===== src/sv/pei_pkg.sv =====
// ----------------------------------------------------------------------------
// pei_pkg
// Shared types, register indexes and fixed-point helpers for the 2D
// Euler particle integrator.
// ----------------------------------------------------------------------------
package pei_pkg;

  localparam int CFG_IDX_W = 3;

  typedef enum logic [CFG_IDX_W-1:0] {
    REG_INVERSE_MASS  = 3'd0,
    REG_BODY_MASS     = 3'd1,
    REG_SPEED_LIMIT   = 3'd2,
    REG_FRICTION_KEEP = 3'd3,
    REG_CLAMP_TO_AREA = 3'd4,
    REG_STEADY_FX     = 3'd5,
    REG_STEADY_FY     = 3'd6
  } cfg_idx_t;

  typedef enum logic [1:0] {
    OP_STEP    = 2'd0,
    OP_LOAD    = 2'd1,
    OP_SET_VEL = 2'd2,
    OP_NOP     = 2'd3
  } op_t;

  typedef enum logic [4:0] {
    S_IDLE, S_PX, S_PY, S_AX, S_AY, S_VX, S_VY, S_MX, S_MY, S_LIM, S_CMP,
    S_SQRT, S_QX, S_DX, S_DXW, S_QY, S_DY, S_DYW, S_FX, S_FY, S_FW,
    S_CLAMP, S_E1, S_E2, S_E3, S_E4, S_E5, S_E6, S_E7, S_DONE
  } state_t;

  typedef enum logic {
    RD_SQRT = 1'b0,
    RD_DIV  = 1'b1
  } rd_mode_t;

  // request to the root/divide unit
  typedef struct packed {
    logic     start;
    rd_mode_t mode;
  } rd_req_t;

  localparam logic signed [31:0] S32_MAX = 32'sh7FFFFFFF;
  localparam logic signed [31:0] S32_MIN = 32'sh80000000;

  function automatic logic signed [31:0] sat32(input logic signed [63:0] v);
    if (v > 64'(S32_MAX)) return S32_MAX;
    if (v < 64'(S32_MIN)) return S32_MIN;
    return v[31:0];
  endfunction

  // (a*b) >> 24, truncated toward zero, saturated
  function automatic logic signed [31:0] q24(input logic signed [67:0] p);
    logic [67:0] mag;
    logic [43:0] q;
    mag = p[67] ? 68'(-p) : 68'(p);
    q   = mag[67:24];
    if (p[67]) begin
      if (q > 44'h80000000) return S32_MIN;
      return 32'(-q);
    end
    if (q > 44'h7FFFFFFF) return S32_MAX;
    return q[31:0];
  endfunction

  function automatic logic [31:0] abs32(input logic signed [31:0] v);
    return v[31] ? 32'(-v) : 32'(v);
  endfunction

  function automatic logic [47:0] energy_sat(input logic [63:0] hi, input logic [63:0] lo);
    logic [63:0] e;
    e = (hi + {32'd0, lo[63:32]}) >> 9;
    if (e[63:48] != 16'd0) return 48'hFFFFFFFFFFFF;
    return e[47:0];
  endfunction

endpackage


===== src/sv/pei_rootdiv.sv =====
// ----------------------------------------------------------------------------
// pei_rootdiv
// Iterative 64-bit integer square root and 64/32 divide, one bit per cycle.
// ----------------------------------------------------------------------------
module pei_rootdiv (
  input  logic            clk,
  input  logic            rst,
  input  pei_pkg::rd_req_t req,
  input  logic [63:0]     arg,
  input  logic [31:0]     divisor,
  output logic            done,
  output logic [31:0]     result
);
  import pei_pkg::*;

  logic        busy;
  logic [4:0]  cnt;
  rd_mode_t    mode;
  logic [63:0] rv, rres, rbit, t;
  logic [31:0] rem, dl, dq, dvs;
  logic [32:0] r2;

  assign t  = rres + rbit;
  assign r2 = {rem, dl[31]};

  always_ff @(posedge clk) begin
    if (rst) begin
      busy <= 1'b0;
      done <= 1'b0;
      cnt  <= '0;
    end else begin
      done <= 1'b0;
      if (req.start) begin
        busy <= 1'b1;
        cnt  <= '0;
      end else if (busy) begin
        cnt <= cnt + 5'd1;
        if (cnt == 5'd31) begin
          busy <= 1'b0;
          done <= 1'b1;
        end
      end
    end
  end

  always_ff @(posedge clk) begin
    if (req.start) begin
      mode <= req.mode;
      rv   <= arg;
      rres <= '0;
      rbit <= 64'h4000000000000000;
      rem  <= arg[63:32];  // below divisor: quotient fits 32 bits
      dl   <= arg[31:0];
      dq   <= '0;
      dvs  <= divisor;
    end else if (busy) begin
      if (rv >= t) begin
        rv   <= rv - t;
        rres <= (rres >> 1) + rbit;
      end else begin
        rres <= rres >> 1;
      end
      rbit <= rbit >> 2;
      if (r2 >= {1'b0, dvs}) begin
        rem <= 32'(r2 - {1'b0, dvs});
        dq  <= {dq[30:0], 1'b1};
      end else begin
        rem <= r2[31:0];
        dq  <= {dq[30:0], 1'b0};
      end
      dl <= {dl[30:0], 1'b0};
    end
  end

  assign result = (mode == RD_DIV) ? dq : rres[31:0];

endmodule


===== config.mk =====
export PLATFORM = sky130hd
export DESIGN_NAME = pei_rootdiv
export DESIGN_NICKNAME = d
export VERILOG_FILES = /design/src/sv/pei_pkg.sv /design/src/sv/pei_rootdiv.sv
export SDC_FILE = /design/constraint.sdc
export NUM_CORES = 1
export LEC_CHECK = 0
export BUFFER_PORTS_ARGS = -buffer_cell sky130_fd_sc_hd__buf_2
export CORE_UTILIZATION = 50
export DETAILED_ROUTE_END_ITERATION = 10
export GPL_TIMING_DRIVEN = 0
export PLACE_DENSITY = 0.7
export SLEW_MARGIN = 20
export SYNTH_ARGS = -nofsm -noshare
export SYNTH_HDL_FRONTEND = slang
export SYNTH_SLANG_ARGS = --single-unit

===== constraint.sdc =====
create_clock -name clk -period 9.7 [get_ports clk]
set_input_delay 1.455 -clock clk [delete_from_list [all_inputs] [get_ports clk]]
set_output_delay 1.455 -clock clk [all_outputs]
set_load 0.01 [all_outputs]

==> metrics.txt, run 1 <==
# TYPE chip_impl_metric gauge
chip_impl_info{name="status",value="finished clean"} 1
chip_impl_metric{name="floorplan.die.width",unit="um"} 215
chip_impl_metric{name="critical_path_at",unit="ns"} 7.49
chip_impl_metric{name="grt_overflow",unit=""} 0
chip_impl_metric{name="synth.cell_area",unit="sq mm"} 0.0227
chip_impl_metric{name="drt_iter0_drc",unit=""} 2149
chip_impl_metric{name="clock_tree.htree_level_count",unit=""} 2
chip_impl_metric{name="detailedPlacementHpwl",unit="mm"} 58.4
chip_impl_metric{name="cts_buffer_depth",unit=""} 3
chip_impl_metric{name="synth-warning-count",unit=""} 0
chip_impl_metric{name="switching_share",unit="%"} 46.0
chip_impl_metric{name="dieHeight",unit="um"} 215
chip_impl_metric{name="timing.final.hold_violations",unit=""} 0
chip_impl_metric{name="achievable-frequency",unit="MHz"} 138
chip_impl_metric{name="cap_violations",unit=""} 0
chip_impl_info{name="min-delay-path-class",value="flip-flop to flip-flop"} 1
chip_impl_metric{name="antenna_violations_before_repair",unit=""} 0
chip_impl_metric{name="synthToLayoutAreaGrowth",unit="%"} 11.8
chip_impl_metric{name="synth_xor_area_share",unit="%"} 6.26
chip_impl_metric{name="buffer_ports.inserted",unit=""} 132
chip_impl_info{name="post-synth-top-count-cell",value="sky130_fd_sc_hd__nand2_1"} 1
chip_impl_metric{name="mux_cell_area_share_after_synthesis",unit="%"} 5.39
chip_impl_info{name="ys_top_cells_by_count",value="257 x sky130_fd_sc_hd__nand2_1, 255 x sky130_fd_sc_hd__nor2_1, 227 x sky130_fd_sc_hd__o21ai_0, 190 x sky130_fd_sc_hd__a21oi_1, 164 x sky130_fd_sc_hd__ha_1"} 1
chip_impl_metric{name="timing.critical_path.fanout_max",unit=""} 21
chip_impl_info{name="tritoncts_clock_tree",value="built"} 1
chip_impl_metric{name="post-cts-setup-buffers",unit=""} 0
chip_impl_metric{name="combinationalPowerShare",unit="%"} 55.2
chip_impl_metric{name="yosys.area_share.adder",unit="%"} 9.23
chip_impl_metric{name="drc_markers",unit=""} 0
chip_impl_info{name="clock_tree.root_cell",value="sky130_fd_sc_hd__clkbuf_16"} 1
chip_impl_metric{name="proportion_of_synthesized_chip_area_in_sequential_cells",unit="%"} 33.3
chip_impl_metric{name="total_leakage_power",unit="nW"} 10.1
chip_impl_metric{name="post_cts_hold_buffer_count",unit=""} 0
chip_impl_metric{name="synth.top_cell.area_share",unit="%"} 21.3
chip_impl_metric{name="fp.coreArea",unit="sq mm"} 0.0445
chip_impl_metric{name="detailroute.via_count",unit=""} 21700
chip_impl_metric{name="share_of_cells_above_drive_strength_1",unit="%"} 9.89
chip_impl_info{name="synth_top_cell_by_area",value="sky130_fd_sc_hd__edfxtp_1"} 1
chip_impl_metric{name="complex_gate_fraction_of_the_synthesized_area",unit="%"} 24.2
chip_impl_metric{name="worst_clock_skew",unit="ns"} 0.0268
chip_impl_metric{name="finalCoreUtilization",unit="%"} 56.9
chip_impl_info{name="crit_path_start_kind",value="flip-flop"} 1
chip_impl_metric{name="final_nets",unit=""} 3134
chip_impl_metric{name="globalRouteTotalUtil",unit="%"} 31.7
chip_impl_info{name="path_class",value="flip-flop to flip-flop"} 1
chip_impl_metric{name="clock_latency",unit="ns"} 0.56
chip_impl_metric{name="worst_case_headroom_to_the_max_slew_limit",unit="%"} 23.4
chip_impl_metric{name="wl_per_cell",unit="um"} 21.6
chip_impl_metric{name="count_of_flip_flops_with_a_built_in_enable_after_synthesis",unit=""} 161
chip_impl_metric{name="final.period_utilization",unit="%"} 74.5
chip_impl_metric{name="cts_inserted_buffers",unit=""} 36
chip_impl_info{name="synth.area.top_cells",value="sky130_fd_sc_hd__edfxtp_1 21%, sky130_fd_sc_hd__dfxtp_1 12%, sky130_fd_sc_hd__ha_1 9.1%, sky130_fd_sc_hd__o21ai_0 5.0%, sky130_fd_sc_hd__nand2_1 4.3%"} 1
chip_impl_metric{name="postRouteWirelength",unit="mm"} 75.2
chip_impl_metric{name="cts-resized-gates",unit=""} 0
chip_impl_metric{name="worst_ir_drop_vdd",unit="uV"} 149
chip_impl_metric{name="routabilityCongestion",unit=""} 0.959
chip_impl_metric{name="power_density",unit="mW/mm^2"} 284
chip_impl_metric{name="tightest_slew",unit="ns"} 1.12
chip_impl_metric{name="cell_rows",unit=""} 77
chip_impl_metric{name="synth_cell_type_count",unit=""} 89
chip_impl_metric{name="antennaDiodeCount",unit=""} 0
chip_impl_metric{name="post_synth_and_or_nand_nor_area_fraction",unit="%"} 16.8
chip_impl_metric{name="count_of_endpoints_failing_setup_in_the_final_report",unit=""} 0
chip_impl_metric{name="firstDrtPassIters",unit=""} 6
chip_impl_metric{name="grt_first_pass_wirelength",unit="mm"} 115
chip_impl_metric{name="die_area",unit="sq mm"} 0.0462
chip_impl_metric{name="pwr-share-clk",unit="%"} 18.9
chip_impl_metric{name="postSynthAreaPerCell",unit="sq um"} 8.42
chip_impl_info{name="type_of_destination_of_the_critical_path",value="flip-flop"} 1
chip_impl_metric{name="ys_ff_latch",unit=""} 296
chip_impl_metric{name="post_drt_via_cell_ratio",unit=""} 6.24
chip_impl_metric{name="initial_utilization",unit="%"} 50.9
chip_impl_metric{name="design.portCount",unit=""} 133
chip_impl_info{name="grt_setup_unrepaired",value="no"} 1
chip_impl_metric{name="power.net_switching",unit="mW"} 3.31
chip_impl_info{name="synth_top_family_by_area",value="compound AO/OA/AOI/OAI gates"} 1
chip_impl_metric{name="numClockSinks",unit=""} 296
chip_impl_metric{name="placed_cell_area",unit="sq mm"} 0.0242
chip_impl_info{name="postSynth.topFlopCell",value="sky130_fd_sc_hd__edfxtp_1"} 1
chip_impl_metric{name="synth-async-reset-ratio",unit="%"} 0
chip_impl_metric{name="clock_slew_seen_by_the_registers_of_the_worst_setup_and_hold_paths",unit="ns"} 0.06
chip_impl_metric{name="first_global_vias",unit=""} 20400
chip_impl_metric{name="report.final.slew_viol_count",unit=""} 0
chip_impl_metric{name="detail-route-antenna-nets",unit=""} 0
chip_impl_metric{name="largest_net_degree_at_the_start_of_global_routing",unit=""} 40
chip_impl_metric{name="cp_data_required_time",unit="ns"} 9.96
chip_impl_metric{name="design_area",unit="sq mm"} 0.0253
chip_impl_metric{name="internal-power",unit="mW"} 3.88
chip_impl_metric{name="period_needed",unit="ns"} 7.23
chip_impl_metric{name="seq_power_share",unit="%"} 25.9
chip_impl_metric{name="post-layout-total-power",unit="mW"} 7.19
chip_impl_metric{name="postSynthCellCount",unit=""} 2693
chip_impl_metric{name="postSynthNetCount",unit=""} 2959
[cell families (layout without fill, tap and decap cells)]
family / after synthesis / after routing
DFF: 296 / 296
muxes: 118 / 118
and+or+nand+nor: 821 / 821
adders and majority gates: 166 / 166
AOI/OAI and AO/OA: 851 / 851
buffers and inverters: 279 / 479
xor gates and xnor gates: 162 / 162
[state kept, by name, indices dropped and copies added (netlist names)]
signal and cells:
dq 32, rem 32, dvs 32, rv 64, mode 1, cnt 5
busy 1, done 1, dl 32, rres 64, rbit 32
[layer usage]
metal,GRT usage [%],up-vias,share of wire (%)
met2,48.9,961,43
met1,45.0,10300,45
met4,12.8,0,3.8
li1,-,10300,-
met3,3.84,154,7.5
met5,0,-,0
[final timing paths]
| path | startpoint | to | slack [ns] | cells past startpoint |
|---|---|---|---|---|
| hold / removal | dq[31]$_SDFFE_PP0P_ | dq[31]$_SDFFE_PP0P_ | 0.49 | 2 |
| setup / recovery | rres[0]$_SDFFE_PP0P_ | rv[63]$_DFFE_PP_ | 2.47 | 24 |
| hold reg to reg | dq[31]$_SDFFE_PP0P_ | dq[31]$_SDFFE_PP0P_ | 0.49 | 2 |
| setup reg to reg | rres[0]$_SDFFE_PP0P_ | rv[63]$_DFFE_PP_ | 2.47 | 24 |
[power by group through the flow]
stage / Combinational [mW] / Sequential, mW / Clock (mW)
2_1_floorplan: 2.83 / 1.82 / 0
3_3_place_gp: 3.77 / 1.90 / 0
3_5_place_dp: 3.85 / 1.88 / 0
4_1_cts: 3.88 / 1.86 / 1.38
5_1_grt: 4.34 / 1.89 / 1.41
6_report: 3.97 / 1.86 / 1.36
[placed cells by master (no fill, tap or decap), drive strengths merged, types with 16 or more instances in the layout]
master	n
a211oi	48
a21o	61
a21oi	190
a311oi	26
a31oi	77
and2	20
and3	32
buf	175
clkbuf	162
dfxtp	135
edfxtp	161
ha	164
inv	126
mux2	33
mux2i	85
nand2	258
nand2b	17
nand3	48
nand4	52
nor2	256
nor2b	21
nor3	43
nor4	17
o211ai	22
o21a	16
o21ai	237
o21bai	37
o31ai	21
or3	20
xnor2	87
xor2	75
[area by class of cell]
cell class              instances  area (sq um)
fillers                      4105         19200
multi-input cells            2118         14000
flip-flops and latches        296          7540
clock buffers                  46           970
repair buffers                137           771
well taps                     592           741
plain buffers                 154           641
inverters                     125           469
clock inverters                17           173
[metrics by stage]
step	worst slack, ns	cells	setup TNS (ns)	hold slack [ns]
after global placement	-3.91	3417	-249.52	0.469
after global routing	2.13	3485	0	0.534
after floorplan	0.104	2693	0	0.454
after CTS	2.53	3484	0	0.496
after detailed placement	2.55	3421	0	0.485
final	2.47	3485	0	0.490
[critical path, stage by stage (launching register included)]
cell and delay, ns:
sky130_fd_sc_hd__dfxtp_1 0.40, sky130_fd_sc_hd__ha_1 0.21, sky130_fd_sc_hd__ha_1 0.19, sky130_fd_sc_hd__a21o_1 0.15, sky130_fd_sc_hd__a31oi_1 0.14, sky130_fd_sc_hd__o311ai_1 0.58
sky130_fd_sc_hd__a21oi_1 0.25, sky130_fd_sc_hd__o41ai_2 0.52, sky130_fd_sc_hd__a21o_1 0.35, sky130_fd_sc_hd__nand2_1 0.19, sky130_fd_sc_hd__a21boi_0 0.25, sky130_fd_sc_hd__xnor2_1 0.16
sky130_fd_sc_hd__ha_1 0.30, sky130_fd_sc_hd__buf_4 0.14, sky130_fd_sc_hd__and3_1 0.20, sky130_fd_sc_hd__nand2_1 0.15, sky130_fd_sc_hd__or4_4 0.60, sky130_fd_sc_hd__a21oi_1 0.41
sky130_fd_sc_hd__a211oi_1 0.12, sky130_fd_sc_hd__a21o_1 0.32, sky130_fd_sc_hd__buf_6 0.22, sky130_fd_sc_hd__buf_2 0.23, sky130_fd_sc_hd__o21ai_4 0.38, sky130_fd_sc_hd__buf_12 0.25
sky130_fd_sc_hd__buf_16 0.19
No activity file was read; power rests on OpenSTA's default activity.
==> inputs of run 2 (changes only) <==
PLACE_DENSITY = 0.68   (was 0.7)
clock period = 6.8 ns   (was 9.7 ns; I/O delays follow)
==> metrics.txt, run 2 (synthesis gave the netlist of run 1 again) <==
# TYPE chip_impl_metric gauge
chip_impl_metric{name="cp_data_required_time",unit="ns"} 7.07
chip_impl_metric{name="antenna_violations_before_repair",unit=""} 0
chip_impl_metric{name="floorplan.die.width",unit="um"} 215
chip_impl_metric{name="met2_length",unit="mm"} 33.2
chip_impl_metric{name="timing.final.hold_violations",unit=""} 0
chip_impl_metric{name="tightest_slew",unit="ns"} 1.16
chip_impl_metric{name="grt_first_pass_wirelength",unit="mm"} 117
chip_impl_metric{name="total_leakage_power",unit="nW"} 10.2
chip_impl_metric{name="cts_inserted_buffers",unit=""} 38
chip_impl_metric{name="grt_overflow",unit=""} 0
chip_impl_info{name="layout.cells.most_common",value="sky130_fd_sc_hd__nand2_1"} 1
chip_impl_metric{name="timing.critical_path.fanout_max",unit=""} 23
chip_impl_info{name="top_library_cells_by_usage_in_the_layout_fill_and_taps_aside",value="256 x sky130_fd_sc_hd__nand2_1, 254 x sky130_fd_sc_hd__nor2_1, 226 x sky130_fd_sc_hd__o21ai_0, 189 x sky130_fd_sc_hd__a21oi_1, 164 x sky130_fd_sc_hd__ha_1"} 1
chip_impl_metric{name="wl_per_cell",unit="um"} 21.9
chip_impl_metric{name="detail-route-antenna-nets",unit=""} 0
chip_impl_info{name="min_from",value="dq[31]$_SDFFE_PP0P_"} 1
chip_impl_info{name="path_class",value="flip-flop to flip-flop"} 1
chip_impl_metric{name="rr_worst_depth",unit=""} 21
chip_impl_metric{name="m1WireLength",unit="mm"} 34.7
chip_impl_info{name="reg2reg_from",value="rres[14]$_SDFFE_PP0P_"} 1
chip_impl_metric{name="power_density",unit="mW/mm^2"} 410
chip_impl_metric{name="clock_latency",unit="ns"} 0.58
chip_impl_metric{name="antennaDiodeCount",unit=""} 0
chip_impl_metric{name="setup_tns",unit="ns"} 0
chip_impl_info{name="tritoncts_clock_tree",value="built"} 1
chip_impl_metric{name="initial_utilization",unit="%"} 50.9
chip_impl_info{name="highest-signal-layer",value="met4"} 1
chip_impl_metric{name="buffer_ports.inserted",unit=""} 132
chip_impl_metric{name="design.portCount",unit=""} 133
chip_impl_metric{name="firstDrtPassIters",unit=""} 6
chip_impl_metric{name="clock_tree.htree_level_count",unit=""} 2
chip_impl_metric{name="fp.coreArea",unit="sq mm"} 0.0445
chip_impl_metric{name="first_global_vias",unit=""} 20700
chip_impl_metric{name="final_nets",unit=""} 3140
chip_impl_metric{name="cell_rows",unit=""} 77
chip_impl_info{name="largestRegisters",value="rres x64, rv x64"} 1
chip_impl_info{name="clock_tree.root_cell",value="sky130_fd_sc_hd__clkbuf_16"} 1
chip_impl_info{name="crit_path_start_kind",value="flip-flop"} 1
chip_impl_metric{name="period_needed",unit="ns"} 6.60
chip_impl_metric{name="worst_case_headroom_to_the_max_slew_limit",unit="%"} 22.8
chip_impl_metric{name="critical_path_at",unit="ns"} 6.87
chip_impl_info{name="status",value="finished clean"} 1
chip_impl_metric{name="drc_markers",unit=""} 0
chip_impl_metric{name="share_of_cells_above_drive_strength_1",unit="%"} 10.6
chip_impl_metric{name="largest_net_degree_at_the_start_of_global_routing",unit=""} 40
chip_impl_info{name="critical_path.reg2reg.endpoint",value="rv[42]$_DFFE_PP_"} 1
chip_impl_metric{name="cts_buffer_depth",unit=""} 3
chip_impl_metric{name="dieHeight",unit="um"} 215
chip_impl_metric{name="register_area",unit="sq mm"} 0.00754
chip_impl_metric{name="routabilityCongestion",unit=""} 0.967
chip_impl_metric{name="post-layout-total-power",unit="mW"} 10.5
chip_impl_metric{name="filler_cell_count",unit=""} 4118
chip_impl_metric{name="report.final.slew_viol_count",unit=""} 0
chip_impl_metric{name="die_area",unit="sq mm"} 0.0462
chip_impl_metric{name="area_of_combinational_cells_with_multiple_inputs",unit="sq mm"} 0.0141
chip_impl_metric{name="synthToLayoutAreaGrowth",unit="%"} 12.9
chip_impl_metric{name="drt_iter0_drc",unit=""} 2331
chip_impl_metric{name="detailedPlacementHpwl",unit="mm"} 59.1
chip_impl_metric{name="globalRouteTotalUtil",unit="%"} 32.5
chip_impl_metric{name="worst_ir_drop_vdd",unit="uV"} 304
chip_impl_metric{name="achievable-frequency",unit="MHz"} 152
chip_impl_info{name="min_to",value="dq[31]$_SDFFE_PP0P_"} 1
chip_impl_info{name="min-delay-path-class",value="flip-flop to flip-flop"} 1
chip_impl_metric{name="postRouteWirelength",unit="mm"} 76.4
chip_impl_metric{name="numClockSinks",unit=""} 296
chip_impl_metric{name="final.period_utilization",unit="%"} 97.1
chip_impl_metric{name="whs_path_depth",unit=""} 2
chip_impl_metric{name="clock_slew_seen_by_the_registers_of_the_worst_setup_and_hold_paths",unit="ns"} 0.06
chip_impl_metric{name="post_drt_via_cell_ratio",unit=""} 6.23
chip_impl_metric{name="count_of_endpoints_failing_setup_in_the_final_report",unit=""} 0
chip_impl_metric{name="detailroute.via_count",unit=""} 21800
chip_impl_metric{name="ff2ff_setup_slack",unit="ns"} 0.20
chip_impl_metric{name="post_cts_hold_buffer_count",unit=""} 0
chip_impl_metric{name="wire_length_on_met3",unit="mm"} 5.78
chip_impl_metric{name="worst_clock_skew",unit="ns"} 0.0210
chip_impl_metric{name="cap_violations",unit=""} 0
chip_impl_info{name="type_of_destination_of_the_critical_path",value="flip-flop"} 1
run 2: changes by cell type in the layout (fill, tap and decap cells not counted), moves of 2 or more:
cell / delta
sky130_fd_sc_hd__a21o_1: -2
sky130_fd_sc_hd__clkbuf_8: +3
sky130_fd_sc_hd__buf_4: +5
sky130_fd_sc_hd__clkbuf_16: +4
sky130_fd_sc_hd__a211oi_2: +2
sky130_fd_sc_hd__bufinv_16: +2
sky130_fd_sc_hd__clkinvlp_4: -2
sky130_fd_sc_hd__clkinv_4: -2
sky130_fd_sc_hd__a211oi_1: -2
run 2: timing repair:
item                                   CTS  global route
setup endpoints to repair               72            88
gates resized for setup                  7             7
pin swaps                                0             4
buffers inserted                         0             5
endpoints found under the hold margin    0             0
run 2: routing by layer:
metal | vias to the layer above | track usage, %
met2 | 992 | 50.7
met3 | 163 | 4.03
met1 | 10300 | 45.7
met5 | - | 0
met4 | 0 | 12.3
li1 | 10300 | -
run 2: power by group:
group          switching, mW  internal, mW  total (mW)
clock network          0.821          1.32        2.15
logic                   3.65          2.03        5.68
registers              0.283          2.39        2.67
run 2: critical path, stage by stage (launching register included):
cell,delay (ns)
sky130_fd_sc_hd__dfxtp_1,0.43
sky130_fd_sc_hd__ha_1,0.42
sky130_fd_sc_hd__nand4_1,0.24
sky130_fd_sc_hd__nor3_1,0.32
sky130_fd_sc_hd__a211oi_2,0.15
sky130_fd_sc_hd__a211oi_1,0.48
sky130_fd_sc_hd__nor2_2,0.17
sky130_fd_sc_hd__o31ai_2,0.48
sky130_fd_sc_hd__a21o_1,0.26
sky130_fd_sc_hd__xnor2_1,0.13
sky130_fd_sc_hd__ha_1,0.30
sky130_fd_sc_hd__buf_2,0.18
sky130_fd_sc_hd__nand4_1,0.19
sky130_fd_sc_hd__or4_4,0.63
sky130_fd_sc_hd__nor4_1,0.28
sky130_fd_sc_hd__a221oi_2,0.21
sky130_fd_sc_hd__a21o_2,0.33
sky130_fd_sc_hd__buf_6,0.19
sky130_fd_sc_hd__buf_2,0.23
sky130_fd_sc_hd__o21ai_4,0.26
sky130_fd_sc_hd__buf_16,0.21
sky130_fd_sc_hd__buf_16,0.19
run 2: final cells by class:
cell class                      instances  area share (%)
Clock inverter                         13           0.733
Timing Repair Buffer                  141            3.13
Inverter                              125            1.83
Sequential cell                       296            29.4
Multi-Input combinational cell       2118            55.1
Buffer                                154            2.50
Tap cell                              592            2.89
Clock buffer                           53            4.34
run 2: how the worst max path moves through the flow:
stage	from	endpoint	slack, ns
after floorplan	rres[2]$_SDFFE_PP0P_	rv[0]$_DFFE_PP_	0.17
after global placement	rres[0]$_SDFFE_PP0P_	rv[62]$_DFFE_PP_	-2.17
after detailed placement	rres[0]$_SDFFE_PP0P_	rv[14]$_DFFE_PP_	-0.30
after CTS	rres[0]$_SDFFE_PP0P_	rv[46]$_DFFE_PP_	0.02
after global routing	rres[14]$_SDFFE_PP0P_	rv[18]$_DFFE_PP_	-0.01
final	rres[14]$_SDFFE_PP0P_	rv[42]$_DFFE_PP_	0.20
run 2: through the flow:
| step | cells | hold WS, ns | instance area, sq um | worst slack, ns | util (%) |
|---|---|---|---|---|---|
| final | 3492 | 0.488 | 25600 | 0.201 | 57.5 |
| after global routing | 3492 | 0.546 | 25600 | -0.0144 | 57.5 |
| after CTS | 3487 | 0.493 | 25500 | 0.0207 | 57.4 |
| after detailed placement | 3421 | 0.480 | 24200 | -0.299 | 54.4 |
| after global placement | 3417 | 0.479 | 24100 | -2.17 | 54.1 |
| after floorplan | 2693 | 0.454 | 22700 | 0.170 | - |
